<file path="src/design/htsq_pkg.sv">
`default_nettype none

package htsq_pkg;

	// Register file geometry
	localparam int unsigned ADDR_W    = 5;
	localparam int unsigned REG_IDX_W = 3;

	localparam logic [REG_IDX_W-1:0] REG_EDGE_WINDOW    = 3'd0;
	localparam logic [REG_IDX_W-1:0] REG_EDGES_REQUIRED = 3'd1;
	localparam logic [REG_IDX_W-1:0] REG_SETUP_DURATION = 3'd2;
	localparam logic [REG_IDX_W-1:0] REG_OPEN_DWELL     = 3'd3;
	localparam logic [REG_IDX_W-1:0] REG_SETTLE         = 3'd4;

	localparam logic [31:0] RST_EDGE_WINDOW    = 32'd10000;
	localparam logic [3:0]  RST_EDGES_REQUIRED = 4'd4;
	localparam logic [30:0] RST_SETUP_DURATION = 31'd600000;
	localparam logic [15:0] RST_OPEN_DWELL     = 16'd100;
	localparam logic [15:0] RST_SETTLE         = 16'd200;

	// Event codes
	localparam logic [1:0] OP_SWITCH = 2'd0;
	localparam logic [1:0] OP_FEED   = 2'd1;
	localparam logic [1:0] OP_POLL   = 2'd2;

	// Servo positions
	localparam logic [1:0] POS_NONE   = 2'd0;
	localparam logic [1:0] POS_OPEN   = 2'd1;
	localparam logic [1:0] POS_HALF   = 2'd2;
	localparam logic [1:0] POS_CLOSED = 2'd3;

	// Results per event
	localparam logic [1:0] CNT_NONE = 2'd0;
	localparam logic [1:0] CNT_ONE  = 2'd1;
	localparam logic [1:0] CNT_TWO  = 2'd2;

	typedef struct packed {
		logic [31:0] edge_window_ms;
		logic [3:0]  edges_required;
		logic [30:0] setup_duration_ms;
		logic [15:0] open_dwell_ms;
		logic [15:0] settle_ms;
	} cfg_t;

	typedef struct packed {
		logic [1:0]  servo_position;
		logic [15:0] servo_hold_ms;
		logic        switch_handled;
		logic        setup_active;
		logic        radio_start;
		logic        restart_request;
		logic        last;
	} res_t;

	typedef struct packed {
		logic       fire;
		logic [1:0] count;
		res_t       r0;
		res_t       r1;
	} evt_t;

endpackage

`default_nettype wire

</file>
<file path="src/design/htsq_regs.sv">
`default_nettype none

module htsq_regs
	import htsq_pkg::*;
(
	input  wire logic              clk,
	input  wire logic              arst_n,
	input  wire logic              psel,
	input  wire logic              penable,
	input  wire logic              pwrite,
	input  wire logic [ADDR_W-1:0] paddr,
	input  wire logic [31:0]       pwdata,
	output logic      [31:0]       prdata,
	output logic                   pready,
	output cfg_t                   cfg
);

	logic                 wr;
	logic [REG_IDX_W-1:0] idx;
	cfg_t                 cfg_q;

	assign wr     = psel && penable && pwrite;
	assign idx    = paddr[ADDR_W-1:2];
	assign pready = 1'b1;
	assign cfg    = cfg_q;

	always_ff @(posedge clk or negedge arst_n) begin
		if (!arst_n) begin
			cfg_q.edge_window_ms    <= RST_EDGE_WINDOW;
			cfg_q.edges_required    <= RST_EDGES_REQUIRED;
			cfg_q.setup_duration_ms <= RST_SETUP_DURATION;
			cfg_q.open_dwell_ms     <= RST_OPEN_DWELL;
			cfg_q.settle_ms         <= RST_SETTLE;
		end else if (wr) begin
			case (idx)
				REG_EDGE_WINDOW:    cfg_q.edge_window_ms    <= pwdata;
				REG_EDGES_REQUIRED: cfg_q.edges_required    <= pwdata[3:0];
				REG_SETUP_DURATION: cfg_q.setup_duration_ms <= pwdata[30:0];
				REG_OPEN_DWELL:     cfg_q.open_dwell_ms     <= pwdata[15:0];
				REG_SETTLE:         cfg_q.settle_ms         <= pwdata[15:0];
				default: ;
			endcase
		end
	end

	always_comb begin
		case (idx)
			REG_EDGE_WINDOW:    prdata = cfg_q.edge_window_ms;
			REG_EDGES_REQUIRED: prdata = {28'd0, cfg_q.edges_required};
			REG_SETUP_DURATION: prdata = {1'b0, cfg_q.setup_duration_ms};
			REG_OPEN_DWELL:     prdata = {16'd0, cfg_q.open_dwell_ms};
			REG_SETTLE:         prdata = {16'd0, cfg_q.settle_ms};
			default:            prdata = 32'd0;
		endcase
	end

endmodule

`default_nettype wire

</file>
<file path="src/design/htsq_core.sv">
`default_nettype none

module htsq_core
	import htsq_pkg::*;
(
	input  wire logic        clk,
	input  wire logic        arst_n,
	input  wire logic        in_valid,
	output logic             in_ready,
	input  wire logic [1:0]  operation,
	input  wire logic [31:0] now_ms,
	input  wire logic        switch_level,
	input  wire cfg_t        cfg,
	input  wire logic        out_free,
	output evt_t             evt
);

	localparam logic [1:0] STEP_IDLE   = 2'd0;
	localparam logic [1:0] STEP_HALF   = 2'd1;
	localparam logic [1:0] STEP_CLOSED = 2'd2;

	// Input stage
	logic        vld_s1;
	logic [1:0]  op_s1;
	logic [31:0] now_s1;
	logic        lvl_s1;
	logic        fire;

	// Sequencer state
	logic        switch_last_q, n_switch_last;
	logic        hatch_open_q,  n_hatch_open;
	logic [1:0]  close_step_q,  n_close_step;
	logic [3:0]  edge_count_q,  n_edge_count;
	logic [31:0] window_start_q, n_window_start;
	logic [31:0] setup_until_q, n_setup_until;
	logic        armed_q,       n_armed;
	logic        radio_on_q,    n_radio_on;

	logic [31:0] win_age;
	logic        win_open;
	logic [3:0]  cnt_inc;
	logic        arm_hit;
	logic [31:0] until_diff;
	logic        setup_live;
	logic [1:0]  count;
	res_t        r0;
	res_t        r1;

	assign fire     = vld_s1 && out_free;
	assign in_ready = !vld_s1 || fire;

	always_ff @(posedge clk or negedge arst_n) begin
		if (!arst_n) begin
			vld_s1 <= 1'b0;
		end else if (in_valid && in_ready) begin
			vld_s1 <= 1'b1;
		end else if (fire) begin
			vld_s1 <= 1'b0;
		end
	end

	always_ff @(posedge clk) begin
		if (in_valid && in_ready) begin
			op_s1  <= operation;
			now_s1 <= now_ms;
			lvl_s1 <= switch_level;
		end
	end

	// Gesture window and setup expiry
	assign win_age    = now_s1 - window_start_q;
	assign win_open   = (edge_count_q != 4'd0) && (win_age <= cfg.edge_window_ms);
	assign cnt_inc    = (win_open ? edge_count_q : 4'd0) + 4'd1;
	assign arm_hit    = cnt_inc >= cfg.edges_required;
	assign until_diff = setup_until_q - now_s1;
	assign setup_live = armed_q && (until_diff != 32'd0) && !until_diff[31];

	always_comb begin
		n_switch_last  = switch_last_q;
		n_hatch_open   = hatch_open_q;
		n_close_step   = close_step_q;
		n_edge_count   = edge_count_q;
		n_window_start = window_start_q;
		n_setup_until  = setup_until_q;
		n_armed        = armed_q;
		n_radio_on     = radio_on_q;
		r0             = '0;
		r1             = '0;
		count          = CNT_NONE;
		case (op_s1)
			OP_SWITCH: begin
				count   = CNT_ONE;
				r0.last = 1'b1;
				if (lvl_s1 != switch_last_q) begin
					n_switch_last     = lvl_s1;
					r0.switch_handled = 1'b1;
					if (!win_open) begin
						n_window_start = now_s1;
					end
					if (arm_hit) begin
						n_edge_count   = 4'd0;
						n_setup_until  = now_s1 + {1'b0, cfg.setup_duration_ms};
						n_armed        = 1'b1;
						n_radio_on     = 1'b1;
						r0.radio_start = !radio_on_q;
					end else begin
						n_edge_count = cnt_inc;
					end
					if (!hatch_open_q) begin
						n_hatch_open      = 1'b1;
						n_close_step      = STEP_IDLE;
						r0.servo_position = POS_OPEN;
						r0.servo_hold_ms  = cfg.settle_ms;
					end else if (close_step_q == STEP_IDLE) begin
						n_close_step      = STEP_HALF;
						r0.servo_position = POS_HALF;
						r0.servo_hold_ms  = cfg.settle_ms;
					end else if (close_step_q == STEP_HALF) begin
						n_close_step      = STEP_CLOSED;
						r0.servo_position = POS_CLOSED;
						r0.servo_hold_ms  = cfg.settle_ms;
					end else begin
						n_close_step = STEP_IDLE;
						n_hatch_open = 1'b0;
					end
				end
			end
			OP_FEED: begin
				count             = CNT_TWO;
				r0.servo_position = POS_OPEN;
				r0.servo_hold_ms  = cfg.open_dwell_ms;
				r1.servo_position = POS_CLOSED;
				r1.servo_hold_ms  = cfg.settle_ms;
				r1.last           = 1'b1;
				n_hatch_open      = 1'b0;
				n_close_step      = STEP_IDLE;
			end
			OP_POLL: begin
				count   = CNT_ONE;
				r0.last = 1'b1;
				if (setup_live) begin
					r0.setup_active = 1'b1;
				end else if (armed_q && radio_on_q) begin
					n_armed            = 1'b0;
					r0.restart_request = 1'b1;
				end else begin
					n_armed = 1'b0;
					if (win_open) begin
						r0.setup_active = 1'b1;
					end else begin
						n_edge_count = 4'd0;
					end
				end
			end
			default: ;
		endcase
	end

	always_ff @(posedge clk or negedge arst_n) begin
		if (!arst_n) begin
			switch_last_q  <= 1'b0;
			hatch_open_q   <= 1'b0;
			close_step_q   <= STEP_IDLE;
			edge_count_q   <= 4'd0;
			window_start_q <= 32'd0;
			setup_until_q  <= 32'd0;
			armed_q        <= 1'b0;
			radio_on_q     <= 1'b0;
		end else if (fire) begin
			switch_last_q  <= n_switch_last;
			hatch_open_q   <= n_hatch_open;
			close_step_q   <= n_close_step;
			edge_count_q   <= n_edge_count;
			window_start_q <= n_window_start;
			setup_until_q  <= n_setup_until;
			armed_q        <= n_armed;
			radio_on_q     <= n_radio_on;
		end
	end

	assign evt.fire  = fire;
	assign evt.count = count;
	assign evt.r0    = r0;
	assign evt.r1    = r1;

endmodule

`default_nettype wire

</file>
<file path="src/design/htsq_out.sv">
`default_nettype none

module htsq_out
	import htsq_pkg::*;
(
	input  wire logic clk,
	input  wire logic arst_n,
	input  wire evt_t evt,
	output logic      out_free,
	output logic      out_valid,
	input  wire logic out_ready,
	output res_t      out_res
);

	logic out_valid_q;
	logic pend_q;
	res_t out_res_q;
	res_t pend_res_q;
	logic slot_free;
	logic adv;
	logic load;

	assign slot_free = !out_valid_q || out_ready;
	assign adv       = pend_q && slot_free;
	assign out_free  = !pend_q && slot_free;
	assign load      = evt.fire && (evt.count != CNT_NONE);

	always_ff @(posedge clk or negedge arst_n) begin
		if (!arst_n) begin
			out_valid_q <= 1'b0;
			pend_q      <= 1'b0;
		end else if (adv) begin
			out_valid_q <= 1'b1;
			pend_q      <= 1'b0;
		end else if (load) begin
			out_valid_q <= 1'b1;
			pend_q      <= (evt.count == CNT_TWO);
		end else if (out_ready) begin
			out_valid_q <= 1'b0;
		end
	end

	always_ff @(posedge clk) begin
		if (adv) begin
			out_res_q <= pend_res_q;
		end else if (load) begin
			out_res_q  <= evt.r0;
			pend_res_q <= evt.r1;
		end
	end

	assign out_valid = out_valid_q;
	assign out_res   = out_res_q;

endmodule

`default_nettype wire

</file>
<file path="src/design/hatch_toggle_sequencer.sv">
// The event stage registers an accepted word; its first result word is loaded into
// the output register once that has room. Throughput: one word per cycle for switch
// and poll events while out_ready stays high; a feed alarm makes two result words, and
// the event stage holds its next word while the second waits in the one pending slot.
// Reset (arst_n low, asynchronous): registers return to defaults, all state
// clears, both stages empty.
`default_nettype none

module hatch_toggle_sequencer
	import htsq_pkg::*;
(
	input  wire logic              clk,
	input  wire logic              arst_n,
	// Configuration port
	input  wire logic              psel,
	input  wire logic              penable,
	input  wire logic              pwrite,
	input  wire logic [ADDR_W-1:0] paddr,
	input  wire logic [31:0]       pwdata,
	output logic      [31:0]       prdata,
	output logic                   pready,
	// Event input
	input  wire logic              in_valid,
	output logic                   in_ready,
	input  wire logic [1:0]        operation,
	input  wire logic [31:0]       now_ms,
	input  wire logic              switch_level,
	// Result output
	output logic                   out_valid,
	input  wire logic              out_ready,
	output logic      [1:0]        servo_position,
	output logic      [15:0]       servo_hold_ms,
	output logic                   switch_handled,
	output logic                   setup_active,
	output logic                   radio_start,
	output logic                   restart_request,
	output logic                   last
);

	cfg_t cfg;
	evt_t evt;
	logic out_free;
	res_t out_res;

	// Register file: window, edge count, setup duration and servo hold times.
	htsq_regs u_regs (
		.clk     (clk),
		.arst_n  (arst_n),
		.psel    (psel),
		.penable (penable),
		.pwrite  (pwrite),
		.paddr   (paddr),
		.pwdata  (pwdata),
		.prdata  (prdata),
		.pready  (pready),
		.cfg     (cfg)
	);

	// Event stage: hold the accepted word, decide its results in one pass and
	// advance the hatch, gesture and setup state when the output side has room.
	htsq_core u_core (
		.clk          (clk),
		.arst_n       (arst_n),
		.in_valid     (in_valid),
		.in_ready     (in_ready),
		.operation    (operation),
		.now_ms       (now_ms),
		.switch_level (switch_level),
		.cfg          (cfg),
		.out_free     (out_free),
		.evt          (evt)
	);

	// Output stage: result register plus a pending slot for the closed word of
	// a feed alarm, and the event stage holds its next word while one waits.
	htsq_out u_out (
		.clk       (clk),
		.arst_n    (arst_n),
		.evt       (evt),
		.out_free  (out_free),
		.out_valid (out_valid),
		.out_ready (out_ready),
		.out_res   (out_res)
	);

	// Drive the result fields from the output register.
	assign servo_position  = out_res.servo_position;
	assign servo_hold_ms   = out_res.servo_hold_ms;
	assign switch_handled  = out_res.switch_handled;
	assign setup_active    = out_res.setup_active;
	assign radio_start     = out_res.radio_start;
	assign restart_request = out_res.restart_request;
	assign last            = out_res.last;

endmodule

`default_nettype wire

</file>
<file path="config.mk">
export PLATFORM = sky130hd
export DESIGN_NAME = hatch_toggle_sequencer
export DESIGN_NICKNAME = d
export VERILOG_FILES = /design/src/design/htsq_pkg.sv /design/src/design/htsq_regs.sv /design/src/design/htsq_core.sv /design/src/design/htsq_out.sv /design/src/design/hatch_toggle_sequencer.sv
export SDC_FILE = /design/constraint.sdc
export NUM_CORES = 1
export LEC_CHECK = 0
export BUFFER_PORTS_ARGS = -buffer_cell sky130_fd_sc_hd__buf_2
export CORE_UTILIZATION = 40
export DETAILED_ROUTE_END_ITERATION = 8
export PLACE_DENSITY_LB_ADDON = 0.15
export SYNTH_ARGS = -nofsm -noshare
export SYNTH_HDL_FRONTEND = slang
export SYNTH_SLANG_ARGS = --single-unit
</file>
<file path="constraint.sdc">
create_clock -name clk -period 12.67 [get_ports clk]
set_clock_uncertainty 0.15 [all_clocks]
set_input_delay 1.267 -clock clk [delete_from_list [all_inputs] [get_ports clk]]
set_output_delay 1.267 -clock clk [all_outputs]
set_load 0.01 [all_outputs]
</file>
After elaboration in Yosys (flattened, before gate mapping). Cells that the tools add are included.

Flip-flop bits (word level): 253. Output and inout bits: 58. Logic and storage cells: 142.

Add/subtract/negate cells: 4. Order comparisons: 2. Equality and inequality tests: 13. Muxes and demuxes: 50. Bitwise operators: 2. Reductions and logical operators: 42.

Operators with widths (count): 32-bit one-hot mux with 5 select lines (1); 18-bit 2-to-1 mux (4); 32-bit subtractor (2); 23-bit 2-to-1 mux (2); 18-bit one-hot mux with 2 select lines (1); 32-bit by 31-bit adder with 32-bit output (1); 32-bit less-or-equal comparator (1); 32-bit nonzero test (1); 1-bit 2-to-1 mux (27); 4-bit 2-to-1 mux (5); 19-bit 2-to-1 mux (1); 2-bit AND reduction (6); 1-bit logical AND (11); 5-bit AND reduction (2); 2-bit nonzero test (5); 2-bit 2-to-1 mux (4); 2-bit one-hot mux with 2 select lines (2); 4-bit one-hot mux with 2 select lines (1); 4-bit AND reduction (2); 3-bit by 2-bit == test with 1-bit output, second input constant (2); 3-bit AND reduction (2); 1-bit logical NOT (5); 4-bit by 1-bit adder with 4-bit output, second input constant (1); 2-bit by 1-bit == test with 1-bit output, second input constant (2); other kinds (15) (22).

Logic depth before layout (Yosys ltp). Gate-level depths: netlist of run 1.

Word-level depth: 11. Gate-level depth with buffers: 33. Depth with buffers taken out: 31.

By module. A second synthesis of run 1 with hierarchy kept.

Cells, all modules: 1620. Area, all modules: 17042.6 um^2.

Modules (own cells, without submodules): htsq_core (instances 1, cells each 1242, area each 10656.5 um^2, seq. area each 2927.8 um^2); htsq_regs (instances 1, cells each 294, area each 4524.3 um^2, seq. area each 2502.4 um^2); htsq_out (instances 1, cells each 84, area each 1861.8 um^2, seq. area each 1431.4 um^2).

Least setup slack after synthesis of run 1. No wires, ideal clock.

Kind: reg-to-reg. Start: register u_core.now_s1[0]. End: register u_core.setup_until_q[1]. Library setup time: 134 ps. Arrival time: 6190 ps. Data required time: 12386 ps. Setup slack: 6196 ps. Cell stages (with the launch flop): 33. Buffers on the path: 2. Cell sequence: edfxtp_1 -> inv_1 -> ha_1 -> fa_1 -> nor2b_1 -> o31ai_1 -> a311o_1 -> a31o_2 -> o21ai_0 -> o21ai_0 -> inv_1 -> a211oi_1 -> o21ai_0 -> a21oi_1 -> xnor2_1 -> ha_1 -> nand4_1 -> nor4_1 -> nand3_1 -> nand2_1 -> a21o_1 -> nand3_1 -> nor2b_1 -> ha_1 -> ha_1 -> a21o_1 -> a21o_1 -> a21oi_1 -> inv_1 -> nand2_1 -> clkbuf_1 -> clkbuf_1 -> o21ai_0.

Word-level cells in the longest chain between the ends: 7.

RTL lines: start, declared (line htsq_core.sv:25) `logic [31:0] now_s1;`; start signal, assigned (line htsq_core.sv:65) `now_s1 <= now_ms;`; 32-bit subtractor (line htsq_core.sv:71) `assign win_age = now_s1 - window_start_q;`; 32-bit less-or-equal comparator (line htsq_core.sv:72) `assign win_open = (edge_count_q != 4'd0) && (win_age <= cfg.edge_window_ms);`; 1-bit logical AND (line htsq_core.sv:72); 4-bit 2-to-1 mux; 4-bit by 1-bit adder with 4-bit output (line htsq_core.sv:73) `assign cnt_inc = (win_open ? edge_count_q : 4'd0) + 4'd1;`; 4-bit >= comparator (line htsq_core.sv:74) `assign arm_hit = cnt_inc >= cfg.edges_required;`; 4-bit AND reduction (no source line); end signal, assigned (line htsq_core.sv:175) `setup_until_q <= n_setup_until;`; end, declared (line htsq_core.sv:35) `logic [31:0] setup_until_q, n_setup_until;`.

Parallel ways exist; a longest one is shown, timed or not. A chain may end at the register's enable or synchronous reset.

Worst setup path in the final report of run 1.
Start: register u_core.now_s1[0]. End: register u_core.setup_until_q[25].

The elaborated chain is that of the path after synthesis.

==> results of run 1 <==
==> logic make-up (layout without fill, tap and decap cells) <==
group           count (synthesis)  count (layout)
compound gates                518             518
simple gates                  473             473
flops                         251             251
buf+inv                       192             323
fa+ha+maj                     133             133
mux                            85              85
xor+xnor                       62              62
other cells                     1               2
==> registers in the layout, indices dropped and copies added (netlist names), 2 cells and up <==
name	flops
u_core.close_step_q	2
u_core.edge_count_q	4
u_core.now_s1	32
u_core.op_s1	2
u_core.setup_until_q	32
u_core.window_start_q	32
u_out.out_res	23
u_out.pend_res_q	17
u_regs.cfg	99
==> worst max-delay path by stage <==
| stage | start | endpoint | slack (ns) | depth (start not counted) |
|---|---|---|---|---|
| 2_1_floorplan | u_core.now_s1[0] | u_core.setup_until_q[1] | 6.20 | 32 |
| 3_3_place_gp | u_core.now_s1[1] | u_core.setup_until_q[31] | 4.57 | 30 |
| 3_5_place_dp | u_core.now_s1[1] | u_core.setup_until_q[25] | 4.47 | 30 |
| 4_1_cts | u_core.now_s1[1] | u_core.setup_until_q[25] | 4.41 | 30 |
| 5_1_grt | u_core.now_s1[0] | u_core.setup_until_q[31] | 3.74 | 31 |
| 6_report | u_core.now_s1[0] | u_core.setup_until_q[25] | 4.40 | 31 |
==> final cells by class <==
class / instances / area [um2] / share of cell area [%]
multi-input cells: 1272 / 8910 / 48.4
flip-flops and latches: 251 / 6680 / 36.3
clock buffers: 38 / 767 / 4.16
repair buffers: 145 / 762 / 4.14
well taps: 525 / 657 / 3.57
inverters: 128 / 480 / 2.61
clock inverters: 12 / 161 / 0.876
diodes: 1 / 2.50 / 0.0136
==> power by group <==
part | internal [mW] | switching (mW) | leakage [nW] | total (mW)
clock network | 0.502 | 0.334 | 0.460 | 0.836
registers | 1.09 | 0.153 | 2.87 | 1.24
logic | 0.913 | 1.27 | 5.04 | 2.19
total | 2.51 | 1.76 | 8.37 | 4.27
==> through the flow <==
stage | instance area, um2 | instances
finish | 18400 | 2372
CTS | 18400 | 2371
floorplan | 16300 | 1715
global route | 18400 | 2371
global placement | 17500 | 2321
detailed placement | 17500 | 2321
==> routing by layer <==
metal	global-route usage (%)	vias to the layer above
li1	-	6462
met1	27.9	6332
met2	39.1	273
met3	3.22	54
met4	4.73	2
met5	0	-
==> synthesized netlist by cell type, types with 11 or more instances <==
cell	number
ha_1	130
a211oi_1	19
nand2_1	184
nor4_1	12
mux2_2	78
nand4_1	21
xnor2_1	39
and2_1	23
o21ai_0	169
dfrtp_1	156
o211ai_1	12
or2_2	14
a22oi_1	16
nand2b_1	23
o21a_1	25
clkbuf_1	54
edfxtp_1	75
nand3_1	27
xor2_1	23
a31oi_1	11
dfstp_2	20
a221o_1	18
a22o_1	29
inv_1	128
nor2_1	72
nor3_1	25
a21o_1	52
nor2b_1	19
and3_1	21
a21oi_1	86
==> tightest hold or removal path: stages (launching register included) <==
cell	delay [ns]
dfrtp_1	0.34
nand2_1	0.04
o21ai_0	0.06
==> results.sh, run 1 <==
export IMPL_hold_depth=2
export IMPL_final_common_cell="nand2_1"
export IMPL_grt_usage_pct=21.9
export IMPL_n_fill_cell=3878
export IMPL_critical_path_class="flip-flop to flip-flop"
export IMPL_dp_slack_ns=4.47
export IMPL_design_core_area_um2=39900
export IMPL_wl_met1_mm=19.9
export IMPL_ys_flop_type="dfrtp_1"
export IMPL_area_delta_synth_final_pct=13.1
export IMPL_finish_utilization_pct=46.2
export IMPL_reg2reg_from="u_core.now_s1[0]"
export IMPL_regToRegSetupSlack_ns=4.40
export IMPL_clkTransAtPathRegs_ns=0.06
export IMPL_cts_hold_buf=0
export IMPL_start_kind="flip-flop"
export IMPL_relSlewSlack_pct=19.6
export IMPL_clockRootBuffer="clkbuf_16"
export IMPL_ys_ff_latch=251
export IMPL_port_buffers=133
export IMPL_r2r_end="u_core.setup_until_q[25]"
export IMPL_routed_top_layer="met5"
export IMPL_synth_top_family_by_area="compound AO/OA/AOI/OAI gates"
export IMPL_synth_top_area_share_pct=24.0
export IMPL_whs_ns=0.334
export IMPL_antenna_found_initial=1
export IMPL_synth_area_mux_share_pct=5.82
export IMPL_routed_wl_met3_mm=2.06
export IMPL_grt_pass1_wl_mm=71.8
export IMPL_gp_congestion=0.866
export IMPL_die_height_um=204
export IMPL_first_iter_violations=746
export IMPL_period_share_pct=65.3
export IMPL_end_kind="flip-flop"
export IMPL_syn_inst=1715
export IMPL_cts_setup_buffers=0
export IMPL_layout_nets=2037
export IMPL_yosys_warnings=0
export IMPL_p_leak_nw=8.37
export IMPL_status="finished, final reports clean"
export IMPL_crit_fanout=57
export IMPL_grt_ovfl_total=0
export IMPL_drive_above_1_share_pct=17.4
export IMPL_fin_ws_ns=4.40
export IMPL_die_area_um2=41500
export IMPL_max_cap_violations=0
export IMPL_hpwlAfterDp_mm=34.5
export IMPL_die_w_um=204
export IMPL_worstHoldStart="u_core.setup_until_q[29]"
export IMPL_synth_compound_gate_area_share_pct=20.8
export IMPL_maxSlewViolCount=0
export IMPL_finalSetupTns_ns=0
export IMPL_fin_crit_ns=8.27
export IMPL_power_density_nw_per_um2=232
export IMPL_synthTopCellsByArea="dfrtp_1 24%, edfxtp_1 14%, ha_1 10%"
export IMPL_cp_slowest_cell="edfxtp_1"
export IMPL_synth_async_reset_ratio_pct=70.1
export IMPL_cts_tree="yes"
export IMPL_crit_arrival_ns=8.56
export IMPL_fmax_mhz=121
export IMPL_ir_worst_vdd_v=0.000132
export IMPL_cp_slowest_stage_delay_ns=0.48
export IMPL_cp_top_family="compound AO/OA/AOI/OAI gates"
export IMPL_firstDrtPassIters=5
export IMPL_htree_levels=1
export IMPL_worstMarginPinSlew_ns=1.21
export IMPL_grt_max_degree=100
export IMPL_grt_pass1_vias=13100
export IMPL_pin_count=137
export IMPL_placementRows=73
export IMPL_setup_viol=0
export IMPL_hold_viol=0
export IMPL_route_vias_total=13100
export IMPL_drc_errors=0
export IMPL_final_cell_mix="184 x nand2_1, 169 x o21ai_0, 156 x dfrtp_1"
export IMPL_totalWireLength_mm=45.2
export IMPL_cts_resized=0
export IMPL_synth_area_um2=16300
export IMPL_initial_utilization_pct=40.8
export IMPL_power_total_mw=4.27
export IMPL_cp_required_ns=12.95
export IMPL_clock_tree_buffer_depth=3
export IMPL_cts_buffers_inserted=27
export IMPL_hp_class="flip-flop to flip-flop"
export IMPL_synthesis_nets=1927
export IMPL_worstRegToRegCells=31
export IMPL_synth_xor_area_share_pct=3.33
export IMPL_wl_per_cell_um=19.1
export IMPL_worst_path_buf_inv=5
export IMPL_synth_top_area_cell="dfrtp_1"
export IMPL_hold_end="u_core.setup_until_q[29]"
export IMPL_synth_cell_types=73
export IMPL_synth_area_per_cell_um2=9.50
export IMPL_ys_seq_area_share_pct=41.0
export IMPL_viasPerCell=5.53
export IMPL_cts_sinks=251
export IMPL_grt_setup_unrepaired="no"
export IMPL_synth_fa_ha_area_share_pct=10.4
export IMPL_clk_latency_ns=0.55
export IMPL_synth_edf_count=75
export IMPL_path_common_cell="ha_1"
export IMPL_met2WireLength_mm=22.3
export IMPL_ant_nets=0
export IMPL_synth_simple_gate_area_share_pct=14.1
Note: power is estimated with default switching activity, not from simulation.
==> inputs of run 2 (changes only) <==
--- a/config.mk
+++ b/config.mk
@@ -5,6 +5,7 @@
 export SDC_FILE = /design/constraint.sdc
 export NUM_CORES = 1
 export LEC_CHECK = 0
+export ABC_AREA = 1
 export BUFFER_PORTS_ARGS = -buffer_cell sky130_fd_sc_hd__buf_2
 export CORE_UTILIZATION = 40
 export DETAILED_ROUTE_END_ITERATION = 8
==> constraint.sdc (replaced) <==
create_clock -name clk -period 7.5 [get_ports clk]
set_clock_uncertainty 0.15 [all_clocks]
set_input_delay 0.75 -clock clk [delete_from_list [all_inputs] [get_ports clk]]
set_output_delay 0.75 -clock clk [all_outputs]
set_load 0.01 [all_outputs]
==> run 2 against run 1 <==
Effect of this change:
- clock-buffer cell count is 10 higher
- non-clock buffer count down 3
- largest power group unchanged
- cell area rose by 4.1%
- highest routed layer is now met4
- sequential power up 72%
- flip-flop and latch count unchanged
- largest cell class unchanged
- cell count rose by 25%
==> results.sh, run 2 <==
export IMPL_power_frac_clock_pct=20.0
export IMPL_gp_congestion=0.923
export IMPL_synth_cell_types=51
export IMPL_synth_top_area_cell="dfrtp_1"
export IMPL_largest_reg_flops=99
export IMPL_grt_setup_unrepaired="yes"
export IMPL_first_iter_violations=830
export IMPL_cts_tree="yes"
export IMPL_ys_ff_latch=251
export IMPL_status="finished, final reports clean"
export IMPL_maxSlewViolCount=0
export IMPL_fmax_mhz=143
export IMPL_internal_power_mw=4.19
export IMPL_whs_ns=0.0695
export IMPL_synth_area_mux_share_pct=0.0666
export IMPL_grt_usage_pct=22.6
export IMPL_initial_utilization_pct=41.0
export IMPL_fin_crit_ns=6.97
export IMPL_setup_viol=0
export IMPL_synth_edf_count=75
export IMPL_synth_xor_area_share_pct=2.80
export IMPL_die_height_um=208
export IMPL_hpwlAfterDp_mm=38.3
export IMPL_htree_levels=1
export IMPL_die_area_um2=43100
export IMPL_synth_fa_ha_area_share_pct=9.97
export IMPL_power_density_nw_per_um2=395
export IMPL_synth_simple_gate_area_share_pct=23.1
export IMPL_n_antenna_cell=0
export IMPL_area_delta_synth_final_pct=13.4
export IMPL_switching_share_pct=44.7
export IMPL_yosys_warnings=0
export IMPL_drive_above_1_share_pct=10.5
export IMPL_p_leak_nw=9.79
export IMPL_switchingPower_mw=3.39
export IMPL_critical_path_class="flip-flop to flip-flop"
export IMPL_synth_top_area_share_pct=23.1
export IMPL_worstMarginPinSlew_ns=1.17
export IMPL_combPwrFrac_pct=52.0
export IMPL_grt_ovfl_total=0
export IMPL_stdcell_count=2969
export IMPL_n_fill_cell=4223
export IMPL_ant_nets=0
export IMPL_clockRootBuffer="clkbuf_16"
export IMPL_synth_area_um2=16900
export IMPL_final_cell_mix="647 x nand2_1, 386 x inv_1, 241 x o21ai_0"
export IMPL_end_kind="flip-flop"
export IMPL_crit_arrival_ns=7.28
export IMPL_hold_viol=0
export IMPL_grt_pass1_vias=14700
export IMPL_die_w_um=208
export IMPL_antenna_found_initial=0
export IMPL_ir_worst_vdd_v=0.000193
export IMPL_firstDrtPassIters=5
export IMPL_worst_path_buf_inv=3
export IMPL_design_core_area_um2=41300
export IMPL_layout_nets=2625
export IMPL_path_common_cell="nand2_1"
export IMPL_wl_per_cell_um=16.3
export IMPL_synthesis_nets=2501
export IMPL_max_cap_violations=0
export IMPL_power_total_mw=7.58
export IMPL_hp_class="input port to asynchronous set/reset pin"
export IMPL_drc_errors=0
export IMPL_final_common_cell="nand2_1"
export IMPL_cts_sinks=251
export IMPL_synth_top_family_by_area="simple AND/OR/NAND/NOR gates"
export IMPL_cts_hold_buf=0
export IMPL_ys_seq_area_share_pct=39.5
export IMPL_pin_count=137
export IMPL_crit_fanout=20
export IMPL_period_share_pct=93.0
export IMPL_start_kind="flip-flop"
export IMPL_relSlewSlack_pct=22.1
export IMPL_grt_max_degree=86
export IMPL_pwr_share_seq_pct=28.0
export IMPL_synth_async_reset_ratio_pct=70.1
export IMPL_synthMostInstantiatedCell="nand2_1"
export IMPL_synth_area_per_cell_um2=7.39
export IMPL_route_vias_total=15000
export IMPL_finalSetupTns_ns=0
export IMPL_cp_slowest_cell="edfxtp_1"
export IMPL_syn_inst=2289
export IMPL_viasPerCell=5.04
export IMPL_grt_pass1_wl_mm=78.4
export IMPL_cp_top_family="simple AND/OR/NAND/NOR gates"
export IMPL_cts_buffers_inserted=30
export IMPL_totalWireLength_mm=48.3
export IMPL_placementRows=74
export IMPL_cp_required_ns=7.81
export IMPL_yosys_top_cells_count="649 x nand2_1, 386 x inv_1, 241 x o21ai_0, 156 x dfrtp_1, 136 x a21oi_1"
export IMPL_cp_slowest_stage_delay_ns=0.44
export IMPL_synth_compound_gate_area_share_pct=14.7
export IMPL_ys_flop_type="dfrtp_1"
export IMPL_clkTransAtPathRegs_ns=0.06
export IMPL_port_buffers=133
export IMPL_clock_tree_buffer_depth=3
export IMPL_synthTopCellsByArea="dfrtp_1 23%, nand2_1 14%, edfxtp_1 13%"
export IMPL_place_inst=2911
export IMPL_clk_latency_ns=0.58
run 2: cell types whose count changed after synthesis, sizes merged, moves of 62 or more:
cell / change
nand3: +62
o21ai: +80
inv: +258
nand2: +473
mux2: -77
nor2: +64
run 2: per-layer routing:
metal / global-route usage (%) / share of wire [%] / vias to the layer above / wire length (um)
met5: 0 / 0 / - / 0
met4: 5.19 / 2.2 / 0 / 1060
met3: 2.38 / 3.4 / 70 / 1640
met2: 37.2 / 46 / 259 / 22000
met1: 31.8 / 49 / 6981 / 23600
li1: - / - / 7649 / -
run 2: what timing repair did:
action / CTS / global route
setup endpoints to repair: 0 / 18
buffers inserted: 0 / 2
resized for setup: 0 / 1
run 2: path summary, 6_finish.rpt:
| kind | from | endpoint | slack, ns | cells after the start |
|---|---|---|---|---|
| setup / recovery | u_core.now_s1[2] | u_core.radio_on_q | 0.53 | 32 |
| hold / removal | arst_n | u_core.vld_s1 | 0.07 | 1 |
| setup reg to reg | u_core.now_s1[2] | u_core.radio_on_q | 0.53 | 32 |
| hold reg to reg | u_regs.cfg[94] | u_regs.cfg[94] | 0.33 | 2 |
| max in group asynchronous | arst_n | u_core.setup_until_q[10] | 5.82 | 2 |
| min in group clk | now_ms[0] | u_core.now_s1[0] | 0.19 | 1 |
run 2: area by class of cell:
cell class | count | area, um2 | share of cell area, %
Clock buffer | 48 | 931 | 4.85
Sequential cell | 251 | 6680 | 34.8
Inverter | 387 | 1450 | 7.57
Tap cell | 532 | 666 | 3.47
Multi-Input combinational cell | 1601 | 8610 | 44.9
Timing Repair Buffer | 142 | 739 | 3.86
Clock inverter | 8 | 100 | 0.522
run 2: cell families after synthesis:
logic type,Yosys count
xor+xnor,54
buf+inv,437
other cells,1
fa+ha+maj,133
simple gates,954
mux,1
compound gates,458
flops,251
run 2: through the flow:
stage          instance area (um2)  util (%)  setup slack, ns
4_1_cts                      19200      46.4            0.355
5_1_grt                      19200      46.4         -0.00350
3_3_place_gp                 18100      43.9            0.467
2_1_floorplan                16900         -             2.01
6_report                     19200      46.4            0.528
3_5_place_dp                 18100      43.9            0.399
run 2: power by group through the flow:
stage / combinational (mW) / sequential, mW / clock (mW)
floorplan: 2.84 / 2.09 / 0
detailed placement: 3.91 / 2.15 / 0
global placement: 3.86 / 2.14 / 0
global route: 4.53 / 2.17 / 1.60
CTS: 3.94 / 2.13 / 1.55
finish: 3.94 / 2.13 / 1.52
